### src/rtl/h2r_pkg.sv
// shared constants and widths for the hsv to rgb converter
`timescale 1ns / 1ps
package h2r_pkg;

   localparam int FRAC_BITS = 12;
   localparam int ONE       = 1 << FRAC_BITS;

   localparam int HUE_W   = 16;
   localparam int FIELD_W = 13;
   localparam int CHAN_W  = 8;

   localparam int HUE_FULL   = 5760;
   localparam int HUE_SECT   = 960;
   localparam int SECT_SHIFT = 6;
   localparam int HUE_OFFSET = 6 * HUE_FULL;
   localparam int HUE_BIAS   = HUE_OFFSET - (1 << (HUE_W - 1));

   localparam int U_W      = 17;
   localparam int IDX_W    = 7;
   localparam int REM_W    = 10;
   localparam int SECTOR_W = 3;

   localparam int RECIP15       = 17477;
   localparam int RECIP15_W     = 15;
   localparam int RECIP15_SHIFT = 18;
   localparam int RECIP6        = 43;
   localparam int RECIP6_W      = 6;
   localparam int RECIP6_SHIFT  = 8;
   localparam int DIV6_W        = 4;

   localparam int X_W         = FRAC_BITS + REM_W;
   localparam int PROD_W      = FIELD_W + X_W;
   localparam int SCALE_W     = PROD_W + CHAN_W;
   localparam int SCALE_SHIFT = 2 * FRAC_BITS + SECT_SHIFT;
   localparam int Y_W         = 12;

   localparam int NUM_STAGES = 8;

   localparam logic [SECTOR_W-1:0] SECT_RED_YELLOW    = 3'd0;
   localparam logic [SECTOR_W-1:0] SECT_YELLOW_GREEN  = 3'd1;
   localparam logic [SECTOR_W-1:0] SECT_GREEN_CYAN    = 3'd2;
   localparam logic [SECTOR_W-1:0] SECT_CYAN_BLUE     = 3'd3;
   localparam logic [SECTOR_W-1:0] SECT_BLUE_MAGENTA  = 3'd4;

endpackage

### src/rtl/h2r_hue_split.sv
// hue wrap into sector and remainder, saturation and value clamp (three stages)
`timescale 1ns / 1ps
module h2r_hue_split (
   input  logic                                clock,
   input  logic [2:0]                          stage_en,
   input  logic signed [h2r_pkg::HUE_W-1:0]    hue,
   input  logic [h2r_pkg::FIELD_W-1:0]         saturation,
   input  logic [h2r_pkg::FIELD_W-1:0]         brightness,
   output logic [h2r_pkg::SECTOR_W-1:0]        sector,
   output logic [h2r_pkg::REM_W-1:0]           rem,
   output logic [h2r_pkg::FIELD_W-1:0]         sat_clamp,
   output logic [h2r_pkg::FIELD_W-1:0]         val_clamp
);

   localparam int IDX_PROD_W = h2r_pkg::U_W - h2r_pkg::SECT_SHIFT + h2r_pkg::RECIP15_W;
   localparam int D6_PROD_W  = h2r_pkg::IDX_W + h2r_pkg::RECIP6_W;

   logic [h2r_pkg::U_W-1:0]      u_in, u_ff, u2_ff;
   logic [h2r_pkg::FIELD_W-1:0]  s_in, s1_ff, s2_ff, s3_ff;
   logic [h2r_pkg::FIELD_W-1:0]  v_in, v1_ff, v2_ff, v3_ff;
   logic [IDX_PROD_W-1:0]        idx_prod;
   logic [h2r_pkg::IDX_W-1:0]    idx_in, idx_ff;
   logic [h2r_pkg::U_W-1:0]      rem_full;
   logic [D6_PROD_W-1:0]         d6_prod;
   logic [h2r_pkg::DIV6_W-1:0]   d6;
   logic [h2r_pkg::IDX_W-1:0]    sector_full;
   logic [h2r_pkg::SECTOR_W-1:0] sector_in, sector_ff;
   logic [h2r_pkg::REM_W-1:0]    rem_in, rem_ff;

   // stage 1: bias hue to a positive value, clamp s and v to one
   assign u_in = h2r_pkg::U_W'({1'b0, ~hue[h2r_pkg::HUE_W-1], hue[h2r_pkg::HUE_W-2:0]})
               + h2r_pkg::U_W'(h2r_pkg::HUE_BIAS);
   assign s_in = (saturation > h2r_pkg::FIELD_W'(h2r_pkg::ONE)) ?
                 h2r_pkg::FIELD_W'(h2r_pkg::ONE) : saturation;
   assign v_in = (brightness > h2r_pkg::FIELD_W'(h2r_pkg::ONE)) ?
                 h2r_pkg::FIELD_W'(h2r_pkg::ONE) : brightness;

   // stage 2: sixty degree count, u / 960 as (u >> 6) / 15
   assign idx_prod = IDX_PROD_W'(u_ff[h2r_pkg::U_W-1:h2r_pkg::SECT_SHIFT])
                   * IDX_PROD_W'(h2r_pkg::RECIP15);
   assign idx_in   = idx_prod[h2r_pkg::RECIP15_SHIFT +: h2r_pkg::IDX_W];

   // stage 3: remainder within the sector, count mod 6
   assign rem_full    = u2_ff - h2r_pkg::U_W'(idx_ff) * h2r_pkg::U_W'(h2r_pkg::HUE_SECT);
   assign rem_in      = rem_full[h2r_pkg::REM_W-1:0];
   assign d6_prod     = D6_PROD_W'(idx_ff) * D6_PROD_W'(h2r_pkg::RECIP6);
   assign d6          = d6_prod[h2r_pkg::RECIP6_SHIFT +: h2r_pkg::DIV6_W];
   assign sector_full = idx_ff - h2r_pkg::IDX_W'(d6) * h2r_pkg::IDX_W'(6);
   assign sector_in   = sector_full[h2r_pkg::SECTOR_W-1:0];

   always_ff @(posedge clock) begin
      if (stage_en[0]) begin
         u_ff  <= u_in;
         s1_ff <= s_in;
         v1_ff <= v_in;
      end
      if (stage_en[1]) begin
         idx_ff <= idx_in;
         u2_ff  <= u_ff;
         s2_ff  <= s1_ff;
         v2_ff  <= v1_ff;
      end
      if (stage_en[2]) begin
         sector_ff <= sector_in;
         rem_ff    <= rem_in;
         s3_ff     <= s2_ff;
         v3_ff     <= v2_ff;
      end
   end

   assign sector    = sector_ff;
   assign rem       = rem_ff;
   assign sat_clamp = s3_ff;
   assign val_clamp = v3_ff;

endmodule

### src/rtl/h2r_chan_mix.sv
// p, q and t terms and sector routing to the three channels (two stages)
`timescale 1ns / 1ps
module h2r_chan_mix (
   input  logic                          clock,
   input  logic [1:0]                    stage_en,
   input  logic [h2r_pkg::SECTOR_W-1:0]  sector,
   input  logic [h2r_pkg::REM_W-1:0]     rem,
   input  logic [h2r_pkg::FIELD_W-1:0]   sat_clamp,
   input  logic [h2r_pkg::FIELD_W-1:0]   val_clamp,
   output logic [h2r_pkg::FIELD_W-1:0]   val_out,
   output logic [h2r_pkg::X_W-1:0]       x_red,
   output logic [h2r_pkg::X_W-1:0]       x_green,
   output logic [h2r_pkg::X_W-1:0]       x_blue
);

   localparam logic [h2r_pkg::X_W-1:0] X_FULL = h2r_pkg::X_W'(h2r_pkg::ONE * h2r_pkg::HUE_SECT);

   logic [h2r_pkg::X_W-1:0]      xp_in, xp_ff, xq_in, xq_ff, xt_in, xt_ff;
   logic [h2r_pkg::X_W-1:0]      sr, st;
   logic [h2r_pkg::REM_W-1:0]    rem_inv;
   logic [h2r_pkg::SECTOR_W-1:0] sector_ff;
   logic [h2r_pkg::FIELD_W-1:0]  v4_ff, v5_ff;
   logic [h2r_pkg::X_W-1:0]      xr_in, xg_in, xb_in, xr_ff, xg_ff, xb_ff;

   // stage 4: weights of p, q, t in units of 1 / (one * 960)
   assign rem_inv = h2r_pkg::REM_W'(h2r_pkg::HUE_SECT) - rem;
   assign sr      = h2r_pkg::X_W'(sat_clamp) * h2r_pkg::X_W'(rem);
   assign st      = h2r_pkg::X_W'(sat_clamp) * h2r_pkg::X_W'(rem_inv);
   assign xp_in   = h2r_pkg::X_W'(h2r_pkg::FIELD_W'(h2r_pkg::ONE) - sat_clamp)
                  * h2r_pkg::X_W'(h2r_pkg::HUE_SECT);
   assign xq_in   = X_FULL - sr;
   assign xt_in   = X_FULL - st;

   // stage 5: sector routing
   always_comb begin
      unique case (sector_ff)
         h2r_pkg::SECT_RED_YELLOW: begin
            xr_in = X_FULL; xg_in = xt_ff;  xb_in = xp_ff;
         end
         h2r_pkg::SECT_YELLOW_GREEN: begin
            xr_in = xq_ff;  xg_in = X_FULL; xb_in = xp_ff;
         end
         h2r_pkg::SECT_GREEN_CYAN: begin
            xr_in = xp_ff;  xg_in = X_FULL; xb_in = xt_ff;
         end
         h2r_pkg::SECT_CYAN_BLUE: begin
            xr_in = xp_ff;  xg_in = xq_ff;  xb_in = X_FULL;
         end
         h2r_pkg::SECT_BLUE_MAGENTA: begin
            xr_in = xt_ff;  xg_in = xp_ff;  xb_in = X_FULL;
         end
         default: begin
            xr_in = X_FULL; xg_in = xp_ff;  xb_in = xq_ff;
         end
      endcase
   end

   always_ff @(posedge clock) begin
      if (stage_en[0]) begin
         xp_ff     <= xp_in;
         xq_ff     <= xq_in;
         xt_ff     <= xt_in;
         sector_ff <= sector;
         v4_ff     <= val_clamp;
      end
      if (stage_en[1]) begin
         xr_ff <= xr_in;
         xg_ff <= xg_in;
         xb_ff <= xb_in;
         v5_ff <= v4_ff;
      end
   end

   assign val_out = v5_ff;
   assign x_red   = xr_ff;
   assign x_green = xg_ff;
   assign x_blue  = xb_ff;

endmodule

### src/rtl/h2r_chan_scale.sv
// one channel: v times weight, times 255, exact floor division (three stages)
`timescale 1ns / 1ps
module h2r_chan_scale (
   input  logic                          clock,
   input  logic [2:0]                    stage_en,
   input  logic [h2r_pkg::FIELD_W-1:0]   val,
   input  logic [h2r_pkg::X_W-1:0]       weight,
   output logic [h2r_pkg::CHAN_W-1:0]    chan
);

   localparam int Q_PROD_W = h2r_pkg::Y_W + h2r_pkg::RECIP15_W;

   logic [h2r_pkg::PROD_W-1:0]  prod_in, prod_ff;
   logic [h2r_pkg::SCALE_W-1:0] scaled;
   logic [h2r_pkg::Y_W-1:0]     y_in, y_ff;
   logic [Q_PROD_W-1:0]         q_prod;
   logic [h2r_pkg::CHAN_W-1:0]  chan_in, chan_ff;

   assign prod_in = h2r_pkg::PROD_W'(val) * h2r_pkg::PROD_W'(weight);

   // times 255, then drop 2^(2 * frac + 6) of the 15 * 2^(2 * frac + 6) divisor
   assign scaled = (h2r_pkg::SCALE_W'(prod_ff) << h2r_pkg::CHAN_W) - h2r_pkg::SCALE_W'(prod_ff);
   assign y_in   = scaled[h2r_pkg::SCALE_SHIFT +: h2r_pkg::Y_W];

   // remaining divide by 15, exact over the whole range of y
   assign q_prod  = Q_PROD_W'(y_ff) * Q_PROD_W'(h2r_pkg::RECIP15);
   assign chan_in = q_prod[h2r_pkg::RECIP15_SHIFT +: h2r_pkg::CHAN_W];

   always_ff @(posedge clock) begin
      if (stage_en[0]) begin
         prod_ff <= prod_in;
      end
      if (stage_en[1]) begin
         y_ff <= y_in;
      end
      if (stage_en[2]) begin
         chan_ff <= chan_in;
      end
   end

   assign chan = chan_ff;

endmodule

### src/rtl/hsv_to_rgb_converter_unit.sv
// hsv to rgb converter top level
// an accepted item passes every stage register in order to reach the rsp side
// throughput: one item per cycle while rsp_stall is low; an eight stage pipeline with a valid bit per stage
// a stall fills empty stages first and backs up to req_stall only when all are full
// reset clears the stage valid bits; data registers are not reset
`timescale 1ns / 1ps
module hsv_to_rgb_converter_unit (
   input  logic                               clock,
   input  logic                               reset,
   input  logic                               req_valid,
   output logic                               req_stall,
   input  logic signed [h2r_pkg::HUE_W-1:0]   req_hue,
   input  logic [h2r_pkg::FIELD_W-1:0]        req_saturation,
   input  logic [h2r_pkg::FIELD_W-1:0]        req_brightness,
   output logic                               rsp_valid,
   input  logic                               rsp_stall,
   output logic [h2r_pkg::CHAN_W-1:0]         rsp_red,
   output logic [h2r_pkg::CHAN_W-1:0]         rsp_green,
   output logic [h2r_pkg::CHAN_W-1:0]         rsp_blue
);

   logic [h2r_pkg::NUM_STAGES-1:0] valid_ff, valid_in;
   logic [h2r_pkg::NUM_STAGES:0]   stage_en;

   logic [h2r_pkg::SECTOR_W-1:0] sector;
   logic [h2r_pkg::REM_W-1:0]    rem;
   logic [h2r_pkg::FIELD_W-1:0]  sat_clamp, val_clamp, val_mix;
   logic [h2r_pkg::X_W-1:0]      x_red, x_green, x_blue;

   // a stage moves when it is empty or the one after it moves
   always_comb begin
      stage_en[h2r_pkg::NUM_STAGES] = !rsp_stall;
      for (int k = h2r_pkg::NUM_STAGES - 1; k >= 0; k--) begin
         stage_en[k] = !valid_ff[k] || stage_en[k+1];
      end
   end

   assign valid_in = {valid_ff[h2r_pkg::NUM_STAGES-2:0], req_valid};

   always_ff @(posedge clock) begin
      if (reset) begin
         valid_ff <= '0;
      end else begin
         for (int k = 0; k < h2r_pkg::NUM_STAGES; k++) begin
            if (stage_en[k]) begin
               valid_ff[k] <= valid_in[k];
            end
         end
      end
   end

   assign req_stall = !stage_en[0];
   assign rsp_valid = valid_ff[h2r_pkg::NUM_STAGES-1];

   h2r_hue_split u_hue_split (
      .clock      (clock),
      .stage_en   (stage_en[2:0]),
      .hue        (req_hue),
      .saturation (req_saturation),
      .brightness (req_brightness),
      .sector     (sector),
      .rem        (rem),
      .sat_clamp  (sat_clamp),
      .val_clamp  (val_clamp)
   );

   h2r_chan_mix u_chan_mix (
      .clock     (clock),
      .stage_en  (stage_en[4:3]),
      .sector    (sector),
      .rem       (rem),
      .sat_clamp (sat_clamp),
      .val_clamp (val_clamp),
      .val_out   (val_mix),
      .x_red     (x_red),
      .x_green   (x_green),
      .x_blue    (x_blue)
   );

   h2r_chan_scale u_scale_red (
      .clock    (clock),
      .stage_en (stage_en[7:5]),
      .val      (val_mix),
      .weight   (x_red),
      .chan     (rsp_red)
   );

   h2r_chan_scale u_scale_green (
      .clock    (clock),
      .stage_en (stage_en[7:5]),
      .val      (val_mix),
      .weight   (x_green),
      .chan     (rsp_green)
   );

   h2r_chan_scale u_scale_blue (
      .clock    (clock),
      .stage_en (stage_en[7:5]),
      .val      (val_mix),
      .weight   (x_blue),
      .chan     (rsp_blue)
   );

endmodule

### config.mk
export PLATFORM = sky130hd
export DESIGN_NAME = hsv_to_rgb_converter_unit
export DESIGN_NICKNAME = d
export VERILOG_FILES = /design/src/rtl/h2r_pkg.sv /design/src/rtl/h2r_hue_split.sv /design/src/rtl/h2r_chan_mix.sv /design/src/rtl/h2r_chan_scale.sv /design/src/rtl/hsv_to_rgb_converter_unit.sv
export SDC_FILE = /design/constraint.sdc
export NUM_CORES = 2
export LEC_CHECK = 0
export BUFFER_PORTS_ARGS = -buffer_cell sky130_fd_sc_hd__buf_4
export CAP_MARGIN = 20
export CORE_MARGIN = 2
export CORE_UTILIZATION = 50
export DETAILED_ROUTE_END_ITERATION = 6
export HOLD_SLACK_MARGIN = 0.02
export PLACE_DENSITY = 0.77
export SLEW_MARGIN = 10
export SYNTH_ARGS = -nofsm -noshare
export SYNTH_HDL_FRONTEND = slang
export SYNTH_SLANG_ARGS = --single-unit
### constraint.sdc
create_clock -name clock -period 6.65 [get_ports clock]
set_input_delay 0 -clock clock [delete_from_list [all_inputs] [get_ports clock]]
set_output_delay 0 -clock clock [all_outputs]
set_load 0.01 [all_outputs]
# Word-level counts from Yosys, hierarchy flattened

Cells that the tools add are included.

Register bits after elaboration: 453
Input port bits: 46
Output and inout port bits: 26
Word-level logic and storage cells: 93

Add/sub/neg operators: 10
Multipliers: 13
Magnitude comparators: 2
Equal/unequal tests: 4
Multiplexer cells: 3
Bitwise operators: 1
Reduce and logical (&&, ||, !) cells: 23

Operator list:

| cell                                                                   | count |
|---|---|
| 22-bit case mux with 3 select lines                                    | 3 |
| 42-bit by 35-bit subtractor with 42-bit output                         | 3 |
| 13-bit by 22-bit multiplier with 35-bit output                         | 3 |
| 12-bit by 15-bit multiplier with 26-bit output (second input constant) | 3 |
| 13-bit by 10-bit multiplier with 22-bit output                         | 2 |
| 22-bit subtractor (first input constant)                               | 2 |
| 13-bit > comparator (second input constant)                            | 2 |
| 11-bit by 15-bit multiplier with 25-bit output (second input constant) | 1 |
| 22-bit by 4-bit multiplier with 16-bit output (second input constant)  | 1 |
| 16-bit by 11-bit adder with 17-bit output (second input constant)      | 1 |
| 13-bit by 13-bit subtractor with 14-bit output (first input constant)  | 1 |
| 7-bit by 6-bit multiplier with 12-bit output (second input constant)   | 1 |
| 1-bit logical NOT                                                      | 10 |
| 10-bit subtractor                                                      | 1 |
| 10-bit subtractor (first input constant)                               | 1 |
| 1-bit logical OR                                                       | 8 |
| 2-bit OR reduction                                                     | 4 |
| 7-bit by 4-bit multiplier with 4-bit output (second input constant)    | 1 |
| 3-bit by 2-bit == test with 1-bit output (second input constant)       | 2 |
| 4-bit by 2-bit multiplier with 2-bit output (second input constant)    | 1 |
| 3-bit by 1-bit == test with 1-bit output (second input constant)       | 1 |
| 3-bit == test (second input constant)                                  | 1 |
| 3-bit logical NOT                                                      | 1 |
| 3-bit subtractor                                                       | 1 |
| 1-bit NOT                                                              | 1 |

# Depth between registers and ports, before layout

Depth after elaboration: 10
Mapped depth: 27

# Cells and area by module

A second synthesis with hierarchy kept.

Cell total of the unflattened synthesis: 6462
Area, all modules: 63083.0 um^2

Modules (own cells, without submodules):

| module                          | times used | cells an instance | area each (um^2) |
|---|---|---|---|
| h2r_chan_mix                    | 1          | 1624              | 16447.0 |
| h2r_chan_scale at u_scale_green | 1          | 1479              | 13500.4 |
| h2r_chan_scale at u_scale_blue  | 1          | 1465              | 13330.3 |
| h2r_chan_scale at u_scale_red   | 1          | 1453              | 13320.3 |
| h2r_hue_split                   | 1          | 404               | 6157.2 |
| hsv_to_rgb_converter_unit       | 1          | 37                | 327.8 |

# Least setup slack after synthesis

OpenSTA, ideal clock, no wires.

Path kind: reg-to-reg
Start point: reg u_hue_split.rem_ff (netlist bit u_hue_split.rem[0])
End point: reg u_chan_mix.xt_ff[21] (netlist bit) (data pin)
Setup time: 207 ps
Arrival: 6000 ps
Required time: 6443 ps
Path slack: 443 ps
Stages on the path, launching flop included: 26
Buffers on the path: 2
Path through: edfxtp_1 clkbuf_1 inv_1 ha_1 nand2_1 nand3_1 xor2_1 clkbuf_1 nand2_1 fa_1 fa_1 fa_1 inv_1 fa_1 fa_1 inv_1 ha_1 a21oi_1 o21bai_1 a21oi_1 o21ai_0 a31oi_1 a21oi_1 o41ai_2 mux2i_1 a2111oi_0

Word-level cells in the longest chain between the ends: 3

RTL lines:

| item                                           | line                | text |
|---|---|---|
| start, declared                                | h2r_hue_split.sv:28 | `logic [h2r_pkg::REM_W-1:0] rem_in, rem_ff;` |
| start signal, assigned                         | h2r_hue_split.sv:65 | `rem_ff <= rem_in;` |
| 10-bit subtractor                              | h2r_chan_mix.sv:26  | `assign rem_inv = h2r_pkg::REM_W'(h2r_pkg::HUE_SECT) - rem;` |
| 13-bit by 10-bit multiplier with 22-bit output | h2r_chan_mix.sv:28  | `assign st = h2r_pkg::X_W'(sat_clamp) * h2r_pkg::X_W'(rem_inv);` |
| 22-bit subtractor                              | h2r_chan_mix.sv:32  | `assign xt_in = X_FULL - st;` |
| named net u_chan_mix.xt_in (one bit)           | h2r_chan_mix.sv:18  | `logic [h2r_pkg::X_W-1:0] xp_in, xp_ff, xq_in, xq_ff, xt_in, xt_ff;` |
| end signal, assigned                           | h2r_chan_mix.sv:62  | `xt_ff <= xt_in;` |
| end, declared                                  | h2r_chan_mix.sv:18  |  |

The timed path passes the listed nets, and every way through them passes these cells.
A chain may end at the register's enable or synchronous reset.

# Final worst setup path

Start point: reg u_hue_split.rem_ff (netlist bit u_hue_split.rem[5])
End point: reg u_chan_mix.xt_ff[21] (netlist bit) (data pin)

Same word-level chain as after synthesis.

==> results.py <==
metrics = {
    "logic_synthesis": {
        "post_synth.cell_area_avg_um2": 10.0,
        "mappedNetlistArea_mm2": 0.0614,
        "yosys_most_used_dff": "sky130_fd_sc_hd__edfxtp_1",
        "postSynthNetCount": 7793,
        "synth_sequential_area_ratio_pct": 22.0,
        "postSynth.asyncResetShare_pct": 0,
        "ys_seq_elements": 452,
        "synth_edf_count": 444,
        "synthDistinctLibCells": 82,
        "synth-warning-count": 0,
        "syn-instance-count": 6112,
    },
    "drt": {
        "drt-initial-drc-count": 2544,
        "drt_pre_antenna_iters": 6,
        "ant_nets": 0,
        "viasPerCell": 5.41,
        "remaining_drc_errors": 0,
        "num_vias": 42300,
        "drt-total-wl_mm": 132,
        "wl_per_cell_um": 17.0,
    },
    "clocking": {
        "cts-root-to-sink-buffers": 3,
        "cts_clock_pin_slew_for_the_worst_setup_and_hold_paths_ps": 70,
        "post-cts-setup-buffer-count": 0,
        "tritoncts": "done",
        "cts.root.buffer_cell": "sky130_fd_sc_hd__clkbuf_16",
        "cts_bufs_inserted": 54,
        "h_tree_depth": 2,
        "clk-insertion-delay-late_ps": 700,
        "clock-sinks": 452,
    },
    "timing": {
        "rsz0062_at_grt": "no",
        "setup-tns-final_ps": 0,
        "timing.clock.skew_ps": 63.8,
        "tightest_slew_ps": 1090,
        "final_min_period_over_clock_period_pct": 96.4,
        "final.min_clock_period_ps": 6410,
        "final_hold_violation_count": 0,
        "timing.max_slew.rel_slack_pct": 27.1,
        "setup_violations": 0,
        "timing.fmax_mhz": 156,
        "slew_viol_final": 0,
    },
    "worst_hold_path": {
        "worst_hold_startpoint": "req_hue[3]",
        "holdCritPathClass": "in2reg",
    },
    "placed_design": {
        "post-dp-hpwl_mm": 103,
        "placement.cell_area_mm2": 0.0639,
        "gp_congestion": 0.900,
        "port_buffers": 71,
    },
    "finish": {
        "final_area_mm2": 0.0664,
        "nNetsFinal": 7820,
        "finish.utilization_pct": 54.5,
        "growth_of_design_area_from_synthesis_to_finish_pct": 8.13,
        "final_layout_size_suffix_gt1_share_pct": 4.69,
        "filler_cell_count": 10200,
    },
    "setup_path": {
        "setup.worst_path.end_class": "flop",
        "cp_data_required_time_ps": 7120,
        "worst_setup_path_startpoint": "u_hue_split.rem[5]$_DFFE_PP_",
        "crit-reg2reg-launch": "u_hue_split.rem[5]$_DFFE_PP_",
        "cp-start-kind": "flop",
        "critical_path_arrival_ps": 6890,
        "worst-path-max-fanout": 13,
        "timing_worst_setup_path_type": "reg2reg",
    },
    "job": {
        "maxCapViolations": 0,
    },
    "floorplan": {
        "core_area_mm2": 0.122,
        "floorplan.initialDensity_pct": 50.4,
        "die_height_um": 354,
        "dieArea_mm2": 0.126,
        "core.rowCount": 128,
        "ioPinCount": 72,
        "dieWidth_um": 354,
    },
    "global_routing": {
        "maximum_number_of_pins_on_one_net_before_global_route_repair": 76,
        "globalRoute.totalOverflow": 0,
        "grtUsageTotal_pct": 21.9,
        "grt_pass1_wl_mm": 226,
        "antenna_violations_before_repair": 2,
        "grt_pass1_vias": 45900,
    },
    "status": {
        "status": "completed",
    },
}
final cells by class:
cell class	instances	area, µm²	area share [%]
Multi-Input combinational cell	4239	42600	64.2
Sequential cell	452	13500	20.3
Inverter	1179	4430	6.67
Tap cell	1625	2030	3.06
Timing Repair Buffer	213	1940	2.92
Clock buffer	60	1370	2.07
Clock inverter	41	519	0.782
Antenna cell	1	2.50	0.00377
through the flow:
| step | hold WS (ps) | worst slack, ps | std cells |
|---|---|---|---|
| final | 58.3 | 236 | 7810 |
| after global routing | 53.3 | 6.45 | 7809 |
| after CTS | 21.4 | 126 | 7806 |
| after global placement | 179 | 364 | 7642 |
| after detailed placement | 179 | 129 | 7646 |
| after floorplan | 98.9 | 443 | 6112 |
state kept, by name (all words and copies together) (netlist names), 12 cells and up:
name                   cells
u_chan_mix.xq_ff          21
u_scale_blue.y_ff         12
u_chan_mix.x_blue         22
u_hue_split.val_clamp     13
u_chan_mix.val_out        13
u_hue_split.sat_clamp     13
u_chan_mix.v4_ff          13
u_scale_red.y_ff          12
u_hue_split.u_ff          17
u_chan_mix.x_green        22
u_hue_split.v2_ff         13
u_chan_mix.x_red          22
u_chan_mix.xp_ff          16
u_hue_split.v1_ff         13
u_chan_mix.xt_ff          22
u_scale_blue.prod_ff      35
u_hue_split.s1_ff         13
u_scale_green.y_ff        12
u_hue_split.s2_ff         13
u_scale_green.prod_ff     35
u_scale_red.prod_ff       35
critical path, stage by stage, from the launching register on:
cell	delay, ps
sky130_fd_sc_hd__edfxtp_1	410
sky130_fd_sc_hd__nor4_2	320
sky130_fd_sc_hd__nand2_1	140
sky130_fd_sc_hd__nand3_1	120
sky130_fd_sc_hd__xor2_1	150
sky130_fd_sc_hd__buf_4	200
sky130_fd_sc_hd__nand2_1	100
sky130_fd_sc_hd__fa_1	570
sky130_fd_sc_hd__fa_1	450
sky130_fd_sc_hd__fa_1	500
sky130_fd_sc_hd__inv_1	50
sky130_fd_sc_hd__fa_1	450
sky130_fd_sc_hd__fa_1	480
sky130_fd_sc_hd__inv_1	40
sky130_fd_sc_hd__ha_1	330
sky130_fd_sc_hd__a21oi_1	260
sky130_fd_sc_hd__o21bai_1	100
sky130_fd_sc_hd__a21oi_1	140
sky130_fd_sc_hd__o21ai_0	100
sky130_fd_sc_hd__a31oi_1	220
sky130_fd_sc_hd__a21oi_1	160
sky130_fd_sc_hd__o41ai_2	370
sky130_fd_sc_hd__mux2i_1	120
sky130_fd_sc_hd__a2111oi_0	430
kinds of logic (layout without fill, tap and decap cells):
kind of cell             count (synthesis)  count (layout)  synth area share [%]
AND/OR/NAND/NOR                       1665            1665                  13.4
adder cells (fa/ha/maj)               1635            1635                  44.8
buffers and inverters                 1421            1493                  8.69
AO/OA/AOI/OAI                          698             698                  7.78
flip-flops                             452             452                  22.0
XOR/XNOR                               237             237                  3.38
multiplexers                             4               4                0.0652
other                                    0               1                     0
cells in the final DEF (no fill, tap or decap), types with 27 or more instances in the layout:
| cell type | Yosys | routed |
|---|---|---|
| sky130_fd_sc_hd__a21o_1 | 98 | 98 |
| sky130_fd_sc_hd__a21oi_1 | 166 | 166 |
| sky130_fd_sc_hd__a22oi_1 | 34 | 34 |
| sky130_fd_sc_hd__and2_1 | 539 | 539 |
| sky130_fd_sc_hd__and3_1 | 27 | 27 |
| sky130_fd_sc_hd__buf_4 | 1 | 136 |
| sky130_fd_sc_hd__clkbuf_16 | 0 | 55 |
| sky130_fd_sc_hd__dlygate4sd3_1 | 0 | 59 |
| sky130_fd_sc_hd__edfxtp_1 | 444 | 444 |
| sky130_fd_sc_hd__fa_1 | 936 | 936 |
| sky130_fd_sc_hd__ha_1 | 699 | 699 |
| sky130_fd_sc_hd__inv_1 | 1179 | 1176 |
| sky130_fd_sc_hd__nand2_1 | 710 | 707 |
| sky130_fd_sc_hd__nand3_1 | 53 | 52 |
| sky130_fd_sc_hd__nand4_1 | 28 | 28 |
| sky130_fd_sc_hd__nor2_1 | 143 | 143 |
| sky130_fd_sc_hd__nor2b_1 | 51 | 51 |
| sky130_fd_sc_hd__nor3_1 | 38 | 38 |
| sky130_fd_sc_hd__o21a_1 | 32 | 32 |
| sky130_fd_sc_hd__o21ai_0 | 122 | 121 |
| sky130_fd_sc_hd__xnor2_1 | 176 | 176 |
| sky130_fd_sc_hd__xor2_1 | 61 | 60 |
per-layer routing:
layer	wire length (µm)	vias to the layer above	global-route usage [%]	share of wire, %
met5	13	-	0	0.0098
li1	-	19500	-	-
met1	54300	21100	27.9	41
met2	65800	1319	38.3	50
met3	7670	286	2.88	5.8
met4	4660	2	7.54	3.5
what timing repair did:
| item | 4_1_cts | 5_1_grt |
|---|---|---|
| setup endpoints to repair | 0 | 3 |
| resized for setup | 0 | 4 |
| endpoints found under the hold margin | 75 | 0 |
| hold buffers | 59 | 0 |
synthesized netlist by cell type (all sizes together), types with 27 or more instances:
library cell,number,area [µm²]
fa,936,18700
clkbuf,237,890
a21oi,166,831
ha,699,8750
nor3,38,190
and2,539,3370
nor2,143,537
edfxtp,444,13300
and3,27,169
nand2,710,2670
nand4,28,175
xor2,61,534
xnor2,176,1540
nand3,53,265
o21a,32,240
nor2b,51,319
o21ai,127,639
a22oi,34,255
a21o,99,744
inv,1179,4430
path summary, 6_finish.rpt:
path                                          end  cells past startpoint  slack, ps
setup reg to reg   u_chan_mix.xt_ff[21]$_DFFE_PP_                     23        240
setup / recovery   u_chan_mix.xt_ff[21]$_DFFE_PP_                     23        240
hold / removal      u_hue_split.u_ff[3]$_DFFE_PN_                      2         60
hold reg to reg   u_chan_mix.val_out[4]$_DFFE_PP_                      0        390
Power is not shown: default switching activity piles up to over one toggle a cycle in this logic, so the estimate is an artifact.
